==> config.mk <==
export PLATFORM = sky130hd
export DESIGN_NAME = stream_pattern_redactor
export DESIGN_NICKNAME = d
export VERILOG_FILES = /design/src/design/spr_pkg.sv /design/src/design/stream_pattern_redactor.sv /design/src/design/spr_cell.sv
export SDC_FILE = /design/constraint.sdc
export NUM_CORES = 1
export LEC_CHECK = 0
export BUFFER_PORTS_ARGS = -buffer_cell sky130_fd_sc_hd__buf_4
export CORE_ASPECT_RATIO = 1.2
export CORE_MARGIN = 3
export CORE_UTILIZATION = 32
export CTS_BUF_LIST = sky130_fd_sc_hd__clkbuf_4 sky130_fd_sc_hd__clkbuf_8
export CTS_CLUSTER_DIAMETER = 50
export DETAILED_ROUTE_END_ITERATION = 10
export PLACE_DENSITY = 0.59
export SLEW_MARGIN = 20
export SYNTH_ARGS = -nofsm -noshare
export SYNTH_HDL_FRONTEND = slang
export SYNTH_SLANG_ARGS = --single-unit
==> constraint.sdc <==
create_clock -name clk -period 7.95 [get_ports clk]
set_input_delay 1.9875 -clock clk [delete_from_list [all_inputs] [get_ports clk]]
set_output_delay 1.9875 -clock clk [all_outputs]
set_load 0.05 [all_outputs]
==> src/design/spr_pkg.sv <==
// Shared types and constants for the stream pattern redactor.
package spr_pkg;

  localparam int BYTE_W = 8;
  localparam int CFG_IDX_W = 2;
  localparam int CFG_DATA_W = 64;
  localparam int LEN_W = 5;

  localparam logic [BYTE_W-1:0] STAR_BYTE = 8'h2A;

  localparam logic KIND_DATA = 1'b0;
  localparam logic KIND_FLUSH = 1'b1;

  localparam logic [CFG_IDX_W-1:0] REG_PATTERN_LENGTH = 2'd0;
  localparam logic [CFG_IDX_W-1:0] REG_PATTERN_BYTES_LOW = 2'd1;
  localparam logic [CFG_IDX_W-1:0] REG_PATTERN_BYTES_HIGH = 2'd2;

  typedef struct packed {
    logic wr;
    logic shift;
    logic active;
  } cell_ctrl_t;

endpackage

==> src/design/stream_pattern_redactor.sv <==
// Top level of the stream pattern redactor: a chain of window cells and the output drain.
// A result is loaded into the output register in the cycle after the item that causes it is accepted.
// One item is accepted per cycle while in_ready is high; a match holds in_ready low
// while its remaining asterisks drain, and a flush of pending bytes holds it low while they drain.
// Synchronous reset empties the window, drops the output and sets length 1, pattern zero.
module stream_pattern_redactor #(
  parameter int PATTERN_MAX = 16
) (
  input  logic                          clk,
  input  logic                          rst,
  input  logic                          in_valid,
  output logic                          in_ready,
  input  logic                          kind,
  input  logic [spr_pkg::BYTE_W-1:0]    in_byte,
  output logic                          out_valid,
  input  logic                          out_ready,
  output logic [spr_pkg::BYTE_W-1:0]    out_byte,
  output logic                          last,
  input  logic                          cfg_valid,
  output logic                          cfg_ready,
  input  logic [spr_pkg::CFG_IDX_W-1:0] cfg_index,
  input  logic [spr_pkg::CFG_DATA_W-1:0] cfg_data
);
  import spr_pkg::*;

  localparam int CNT_W = $clog2(PATTERN_MAX + 1);

  logic [CNT_W-1:0] len;
  logic [CNT_W-1:0] count;
  logic [CNT_W-1:0] drain_cnt;
  logic             drain_star;
  logic [CFG_DATA_W-1:0] pat_lo;
  logic [CFG_DATA_W-1:0] pat_hi;

  logic [BYTE_W-1:0] eff_c [PATTERN_MAX+1];
  logic              match_c [PATTERN_MAX+1];
  cell_ctrl_t        ctrl [PATTERN_MAX];

  logic out_free, draining, acc, data_acc, flush_acc, full, match, shift;
  logic [LEN_W-1:0] len_raw;
  logic [LEN_W-1:0] len_new;

  assign cfg_ready = 1'b1;
  assign out_free = !out_valid || out_ready;
  assign draining = drain_cnt != '0;
  assign in_ready = out_free && !draining;
  assign acc = in_valid && in_ready;
  assign data_acc = acc && (kind == KIND_DATA);
  assign flush_acc = acc && (kind == KIND_FLUSH);
  assign full = CNT_W'(count + 1'b1) == len;
  assign match = match_c[PATTERN_MAX];
  assign shift = (data_acc && full && !match) || (flush_acc && count != '0) ||
                 (draining && !drain_star && out_free);

  assign len_raw = cfg_data[LEN_W-1:0];
  always_comb begin
    if (len_raw == '0) begin
      len_new = LEN_W'(1);
    end else if (len_raw > LEN_W'(PATTERN_MAX)) begin
      len_new = LEN_W'(PATTERN_MAX);
    end else begin
      len_new = len_raw;
    end
  end

  assign eff_c[PATTERN_MAX] = '0;
  assign match_c[0] = 1'b1;

  for (genvar i = 0; i < PATTERN_MAX; i++) begin : g_cell
    logic [BYTE_W-1:0] pat_b;
    logic [BYTE_W-1:0] nbr_b;

    if (i < 8) begin : g_lo
      assign pat_b = pat_lo[BYTE_W*i +: BYTE_W];
    end else begin : g_hi
      assign pat_b = pat_hi[BYTE_W*(i-8) +: BYTE_W];
    end

    assign nbr_b = eff_c[i+1];
    assign ctrl[i].wr = data_acc && (count == CNT_W'(i));
    assign ctrl[i].shift = shift;
    assign ctrl[i].active = CNT_W'(i) < len;

    spr_cell u_cell (
      .clk      (clk),
      .ctrl     (ctrl[i]),
      .din      (in_byte),
      .nbr      (nbr_b),
      .pat      (pat_b),
      .match_in (match_c[i]),
      .eff      (eff_c[i]),
      .match_out(match_c[i+1])
    );
  end

  always_ff @(posedge clk) begin
    if (rst) begin
      len <= CNT_W'(1);
      count <= '0;
      drain_cnt <= '0;
      drain_star <= 1'b0;
      out_valid <= 1'b0;
      pat_lo <= '0;
      pat_hi <= '0;
    end else begin
      if (out_valid && out_ready) begin
        out_valid <= 1'b0;
      end
      if (draining && out_free) begin
        out_valid <= 1'b1;
        out_byte <= drain_star ? STAR_BYTE : eff_c[0];
        last <= drain_cnt == CNT_W'(1);
        drain_cnt <= CNT_W'(drain_cnt - 1'b1);
      end else if (data_acc) begin
        if (full) begin
          out_valid <= 1'b1;
          if (match) begin
            out_byte <= STAR_BYTE;
            last <= len == CNT_W'(1);
            drain_cnt <= CNT_W'(len - 1'b1);
            drain_star <= 1'b1;
            count <= '0;
          end else begin
            out_byte <= eff_c[0];
            last <= 1'b1;
            count <= CNT_W'(len - 1'b1);
          end
        end else begin
          count <= CNT_W'(count + 1'b1);
        end
      end else if (flush_acc && count != '0) begin
        out_valid <= 1'b1;
        out_byte <= eff_c[0];
        last <= count == CNT_W'(1);
        drain_cnt <= CNT_W'(count - 1'b1);
        drain_star <= 1'b0;
        count <= '0;
      end
      if (cfg_valid && cfg_ready) begin
        case (cfg_index)
          REG_PATTERN_LENGTH: begin
            len <= CNT_W'(len_new);
            count <= '0;
          end
          REG_PATTERN_BYTES_LOW: begin
            pat_lo <= cfg_data;
          end
          REG_PATTERN_BYTES_HIGH: begin
            pat_hi <= cfg_data;
          end
          default: begin
          end
        endcase
      end
    end
  end

endmodule

==> src/design/spr_cell.sv <==
// One window cell: holds a pending byte, compares it with its pattern byte, shifts left.
module spr_cell (
  input  logic                       clk,
  input  spr_pkg::cell_ctrl_t        ctrl,
  input  logic [spr_pkg::BYTE_W-1:0] din,
  input  logic [spr_pkg::BYTE_W-1:0] nbr,
  input  logic [spr_pkg::BYTE_W-1:0] pat,
  input  logic                       match_in,
  output logic [spr_pkg::BYTE_W-1:0] eff,
  output logic                       match_out
);
  import spr_pkg::*;

  logic [BYTE_W-1:0] held;

  assign eff = ctrl.wr ? din : held;
  assign match_out = match_in & (!ctrl.active | (eff == pat));

  always_ff @(posedge clk) begin
    if (ctrl.shift) begin
      held <= nbr;
    end else if (ctrl.wr) begin
      held <= din;
    end
  end

endmodule

Word-level counts from Yosys, hierarchy flattened

Index checks and enable logic that the tools add are counted.

Bitwise logic cells: 34
Mux-type cells: 65
Reduce and logical (&&, ||, !) cells: 63
Add/subtract/negate cells: 4
Eq/ne operators: 40
Magnitude comparators: 17

Operators by type and width:

| kind                                                                        | number |
|---|---|
| 8-bit 2-to-1 mux                                                            | 37 |
| 8-bit equality test                                                         | 16 |
| 5-bit 2-to-1 mux                                                            | 14 |
| 5-bit by 4-bit equality test with 1-bit output, second input constant       | 8 |
| 4-bit by 5-bit less-than comparator with 1-bit output, first input constant | 8 |
| 1-bit logical AND                                                           | 27 |
| 5-bit by 3-bit equality test with 1-bit output, second input constant       | 4 |
| 1-bit logical NOT                                                           | 20 |
| 3-bit by 5-bit less-than comparator with 1-bit output, first input constant | 4 |
| 1-bit OR                                                                    | 16 |
| 1-bit bitwise AND                                                           | 15 |
| 5-bit by 1-bit equality test with 1-bit output, second input constant       | 3 |
| 5-bit by 1-bit subtractor with 5-bit output, second input constant          | 3 |
| 1-bit 2-to-1 mux                                                            | 14 |
| 5-bit by 2-bit equality test with 1-bit output, second input constant       | 2 |
| 5-bit logical NOT                                                           | 2 |
| 1-bit by 5-bit less-than comparator with 1-bit output, first input constant | 2 |
| 2-bit by 5-bit less-than comparator with 1-bit output, first input constant | 2 |
| 5-bit nonzero test                                                          | 2 |
| 3-bit by 1-bit != test with 1-bit output, second input constant             | 2 |
| 2-bit AND reduction                                                         | 3 |
| 3-bit AND reduction                                                         | 2 |
| 5-bit by 1-bit adder with 5-bit output, second input constant               | 1 |
| 5-bit equality test                                                         | 1 |
| other kinds (10)                                                            | 15 |

Logic and storage cells: 248
Bits of input ports: 80
Register bits after elaboration: 282

Logic depth before layout (Yosys ltp)

Depth in word-level cells: 30
Depth in mapped cells: 20

By module

Synthesis repeated with hierarchy kept, for this count alone.

Cells, all modules: 1,421
Area, all modules: 14,168.6 sq um

Modules (own cells, without submodules):

| module                  | area each (sq um) | seq. area each (sq um) | cells each | times used |
|---|---|---|---|---|
| spr_cell                | 486.7             | 160.2                  | 38         | 16 |
| stream_pattern_redactor | 6,381.1           | 3,173.0                | 813        | 1 |

Least setup slack after synthesis

No wires, ideal clock.

Kind: input to register
Start point: in kind
End point: reg g_cell[5].u_cell.held[0]
Buffers on the path: 3
Slack: 2.441 ns
Stages on the path: 13
Data arrival time: 5.390 ns
Setup time: 0.119 ns
Path through: clkbuf_1 -> nor4b_2 -> nand3_1 -> a211o_1 -> a211o_1 -> o31a_1 -> a2111oi_1 -> a31oi_1 -> a211oi_2 -> buf_6 -> buf_12 -> mux2_4 -> o221a_2

Longest elaborated chain between the ends: 26
Elaborated cells between the ends (all ways): 89
Classes of those cells: eq/ne: 16; mux: 17; bitwise: 32; reduce/logical: 24

RTL lines:

| what                             | RTL line                      | RTL |
|---|---|---|
| start, declared                  | stream_pattern_redactor.sv:13 | `input logic kind,` |
| 1-bit inverter                   | stream_pattern_redactor.sv:48 | `assign data_acc = acc && (kind == KIND_DATA);` |
| 1-bit logical AND                | stream_pattern_redactor.sv:48 |  |
| 1-bit logical AND                | stream_pattern_redactor.sv:80 | `assign ctrl[i].wr = data_acc && (count == CNT_W'(i));` |
| 8-bit 2-to-1 mux                 | -                             |  |
| 8-bit equality test              | spr_cell.sv:17                | `assign match_out = match_in & (!ctrl.active \| (eff == pat));` |
| 1-bit OR                         | spr_cell.sv:17                |  |
| 1-bit bitwise AND (15 in series) | spr_cell.sv:17                |  |
| 1-bit logical NOT                | stream_pattern_redactor.sv:52 | `assign shift = (data_acc && full && !match) \|\| (flush_acc && count != '0) \|\|` |
| 1-bit logical AND                | stream_pattern_redactor.sv:52 |  |
| 1-bit logical OR (2 in series)   | stream_pattern_redactor.sv:52 |  |
| 8-bit 2-to-1 mux (*)             | spr_cell.sv:20                | `if (ctrl.shift) begin` |
| end signal, assigned             | spr_cell.sv:21                | `held <= nbr;` |
| end signal, assigned             | spr_cell.sv:23                | `held <= din;` |
| end, declared                    | spr_cell.sv:14                | `logic [BYTE_W-1:0] held;` |

Mark *: on every way between the ends. The rest lies on a longest branch, timed or not.
A chain may end at the register's enable or synchronous reset.

Worst setup path after layout

Start point: in out_ready
End point: reg g_cell[12].u_cell.held[5]

Longest elaborated chain between the ends: 28
Elaborated cells between the ends (all ways): 92
Classes of those cells: eq/ne: 16; mux: 17; bitwise: 31; reduce/logical: 28

RTL lines:

| what                             | RTL line                      | RTL |
|---|---|---|
| start, declared                  | stream_pattern_redactor.sv:16 | `input logic out_ready,` |
| 1-bit logical OR (*)             | stream_pattern_redactor.sv:44 | `assign out_free = !out_valid \|\| out_ready;` |
| 1-bit logical AND                | stream_pattern_redactor.sv:46 | `assign in_ready = out_free && !draining;` |
| 1-bit logical AND                | stream_pattern_redactor.sv:47 | `assign acc = in_valid && in_ready;` |
| 1-bit logical AND                | stream_pattern_redactor.sv:48 |  |
| 1-bit logical AND                | stream_pattern_redactor.sv:80 |  |
| 8-bit 2-to-1 mux                 | -                             |  |
| 8-bit equality test              | spr_cell.sv:17                |  |
| 1-bit OR                         | spr_cell.sv:17                |  |
| 1-bit bitwise AND (15 in series) | spr_cell.sv:17                |  |
| 1-bit logical NOT                | stream_pattern_redactor.sv:52 |  |
| 1-bit logical AND                | stream_pattern_redactor.sv:52 |  |
| 1-bit logical OR (2 in series)   | stream_pattern_redactor.sv:52 |  |
| 8-bit 2-to-1 mux (*)             | spr_cell.sv:20                |  |
| end signal, assigned             | spr_cell.sv:21                |  |
| end signal, assigned             | spr_cell.sv:23                |  |
| end, declared                    | spr_cell.sv:14                |  |

Marked as above.

==> qor.json <==
{
  "clocking": {
    "cts.sink_count": 282,
    "max-clock-path-buffers": 3,
    "clock-root-buffer": "sky130_fd_sc_hd__clkbuf_8",
    "cts_inserted_buffers": 48,
    "clock_insertion_delay_worst_skew_ns": 0.61,
    "cts_post_setup_buffers_inserted": 0,
    "tritoncts_clock_tree": "built",
    "post_cts_resize_count": 0,
    "clk_pin_slew_worst_paths_ns": 0.06,
    "cts_max_level": 2,
    "postCtsHoldBufs": 0
  },
  "yosys": {
    "synth_xor_area_share_pct": 8.98,
    "top_cell_type_s_share_of_synthesized_area_pct": 35.7,
    "synth.lib_cells_used.distinct": 86,
    "flip_flop_and_latch_count_after_synthesis": 282,
    "synthesis.nets": 1921,
    "adder_cell_fraction_of_synth_area_pct": 0.899,
    "yosysTopAreaCell": "sky130_fd_sc_hd__dfxtp_1",
    "synth_async_sr_flop_share_pct": 0,
    "synth.yosys.seq_area_share_pct": 37.5,
    "synth.avg_cell_area_um2": 8.37,
    "netlist_area_pre_place_um2": 15300,
    "post_synth_mux_area_share_pct": 3.58,
    "synthFlopType": "sky130_fd_sc_hd__dfxtp_1",
    "area_contributors_post_synth": "sky130_fd_sc_hd__dfxtp_1, sky130_fd_sc_hd__nand2_1, sky130_fd_sc_hd__a21oi_1",
    "postSynthCellCount": 1830,
    "synth_compound_area_share_pct": 21.3,
    "netlist_top_cells_count": "sky130_fd_sc_hd__nand2_1, sky130_fd_sc_hd__dfxtp_1, sky130_fd_sc_hd__a21oi_1",
    "synth_top_family_by_area": "simple AND/OR/NAND/NOR gates",
    "synth_edf_count": 9,
    "count_leader_synth": "sky130_fd_sc_hd__nand2_1",
    "synth_warn": 0,
    "synth-simple-area-share_pct": 22.4
  },
  "final_layout": {
    "final_nets": 1954,
    "design_area_um2": 17600,
    "area_growth_pct": 14.7,
    "post_layout_nonfiller_instances": 2524,
    "multiInputGateArea_um2": 8760,
    "final_core_util_pct": 37.2,
    "post_route_cells_drive_above_1_share_pct": 17.4,
    "ff_latch_area_um2": 5740,
    "fillCellCount": 4816
  },
  "floorplan": {
    "die_extent_in_y_um": 246,
    "design.die.area_um2": 50500,
    "placementRows": 87,
    "starting_density_pct": 32.5,
    "design.portCount": 92,
    "floorplan.core_area_um2": 47100,
    "die_x_um": 206
  },
  "detailed_routing": {
    "route.final.wire_length_um": 51900,
    "routed-via-count": 13700,
    "post_drt_wl_per_cell_um": 20.6,
    "routed_via_density": 5.44,
    "final_antenna_net_count": 0,
    "detail_route.iter0.violations": 1030,
    "number_of_optimization_iterations_in_the_first_detailed_route_pass": 8,
    "drt_drc_violations_left": 0
  },
  "grt": {
    "global_route.usage.total_pct": 20.0,
    "wire_length_of_the_first_global_routing_pass_um": 79700,
    "first_global_vias": 13700,
    "grt_overflow": 0,
    "grt_antenna_before_repair": 1,
    "grt_start_max_net_pins": 78
  },
  "run_status": {
    "run_status": "finished clean"
  },
  "timing": {
    "fin_crit_sh_pct": 77.2,
    "rsz0062_at_grt": "no",
    "finalWorstPathRequiredPeriod_ns": 6.14,
    "worst_clock_skew_ns": 0.0381,
    "fmaxAchievable_mhz": 163,
    "tightest_slew_ns": 0.926,
    "setup-violations-final": 0,
    "hold_viol_final": 0,
    "pins_over_their_slew_limit": 0,
    "timing.slew.headroom_pct": 38.3,
    "setup-tns-final_ns": 0
  },
  "flow_run": {
    "cap_viol_max_count": 0
  },
  "worst_setup_path": {
    "critPathLaunchType": "input pin",
    "worstPathRequired_ns": 8.42,
    "worst_r2r_src": "count[0]",
    "cp_max_fo": 65,
    "worstSetupEndpointType": "register",
    "worst_ep_arrival_time_ns": 6.60,
    "critical_path.startpoint": "out_ready",
    "category_of_the_critical_setup_timing_path": "input pin to register"
  },
  "power": {
    "static_leakage_nw": 6.64,
    "power.density_cell_area_nw_per_um2": 317,
    "ir_drop_uv": 182
  },
  "placement": {
    "place_inst": 2436,
    "finalWeightedCongestion": 0.887,
    "dpl_cell_area_um2": 16400,
    "hpwl_um": 36000,
    "numPortBuffers": 90
  },
  "min_path": {
    "holdCritStartpoint": "pat_lo[2]",
    "hold_path.class": "register to register"
  }
}
cells by family (layout without fill, tap and decap cells):
family                   count (synthesis)  in the layout
AND/OR/NAND/NOR                        697            697
adder cells (fa/ha/maj)                 11             11
buffers and inverters                  187            257
flip-flops                             282            282
XOR/XNOR                               157            157
AO/OA/AOI/OAI                          445            445
multiplexers                            50             50
other                                    1              2
registers in the layout, summed over array words and instances (netlist names):
register / cells
last: 1
pat_lo: 64
count: 5
out_byte: 8
drain_star: 1
len: 5
pat_hi: 64
out_valid: 1
g_cell.u_cell.held: 128
drain_cnt: 5
report_power, final:
part	switching (W)	total (W)	internal (W)
Sequential	0.000312	0.00203	0.00172
Clock	0.000632	0.00158	0.000952
Combinational	0.00103	0.00194	0.000910
layout by cell type, fill, tap and decap left out, drive strengths merged, types with 8 or more instances in the layout:
master and instances:
a2111oi 10, a211oi 8, a21boi 38, a21oi 193, a221oi 14, and2 16, buf 117, clkbuf 72
dfxtp 273, edfxtp 9, ha 11, inv 53, mux2i 46, nand2 375, nand3 24, nand3b 43
nand4 25, nor2 43, nor2b 12, nor3 27, nor4 20, o21ai 14, o221a 82, o22ai 19
or2 32, or3 43, xnor2 89, xor2 68
path summary, 6_finish.rpt:
path | slack [ns] | endpoint | depth (start not counted)
max | 1.81 | g_cell[12].u_cell.held[5] | 14
min | 0.47 | pat_lo[2] | 2
max reg2reg | 2.71 | g_cell[12].u_cell.held[5] | 14
min reg2reg | 0.47 | pat_lo[2] | 2
layer usage:
metal / routed length, um / track usage [%] / vias up
li1: - / - / 6552
met5: 0 / 0 / -
met1: 21100 / 23.9 / 6631
met2: 25900 / 35.3 / 398
met3: 2660 / 3.05 / 137
met4: 2210 / 8.95 / 0
stage by stage:
step | setup WS, ns | hold WS (ns) | power, W
floorplan | 2.44 | 0.447 | 0.00351
global placement | 1.31 | 0.456 | 0.00393
detailed placement | 1.26 | 0.460 | 0.00398
CTS | 1.89 | 0.469 | 0.00557
global route | 1.50 | 0.488 | 0.00584
finish | 1.81 | 0.468 | 0.00556
worst max-delay path, cell delays in order:
cell and delay, ns:
sky130_fd_sc_hd__buf_4 0.08, sky130_fd_sc_hd__nand2b_1 0.70, sky130_fd_sc_hd__nand4_1 0.47, sky130_fd_sc_hd__nor4_1 0.38, sky130_fd_sc_hd__o22ai_1 0.11, sky130_fd_sc_hd__nor4_1 0.38, sky130_fd_sc_hd__o22ai_1 0.18, sky130_fd_sc_hd__nor4_1 0.56
sky130_fd_sc_hd__a31oi_1 0.24, sky130_fd_sc_hd__a211oi_4 0.45, sky130_fd_sc_hd__buf_12 0.33, sky130_fd_sc_hd__buf_4 0.32, sky130_fd_sc_hd__a21oi_1 0.07, sky130_fd_sc_hd__or2_2 0.29
final cells by class:
class                      instances  share of cell area (%)
timing repair buffer             117                    5.15
tap                              623                    4.44
clock inverter                    15                    1.33
inverter                          53                    1.13
clock buffer                      72                    5.36
antenna                            1                  0.0143
sequential                       282                    32.7
multi-input combinational       1361                    49.9
No activity file was read; power rests on OpenSTA's default activity.
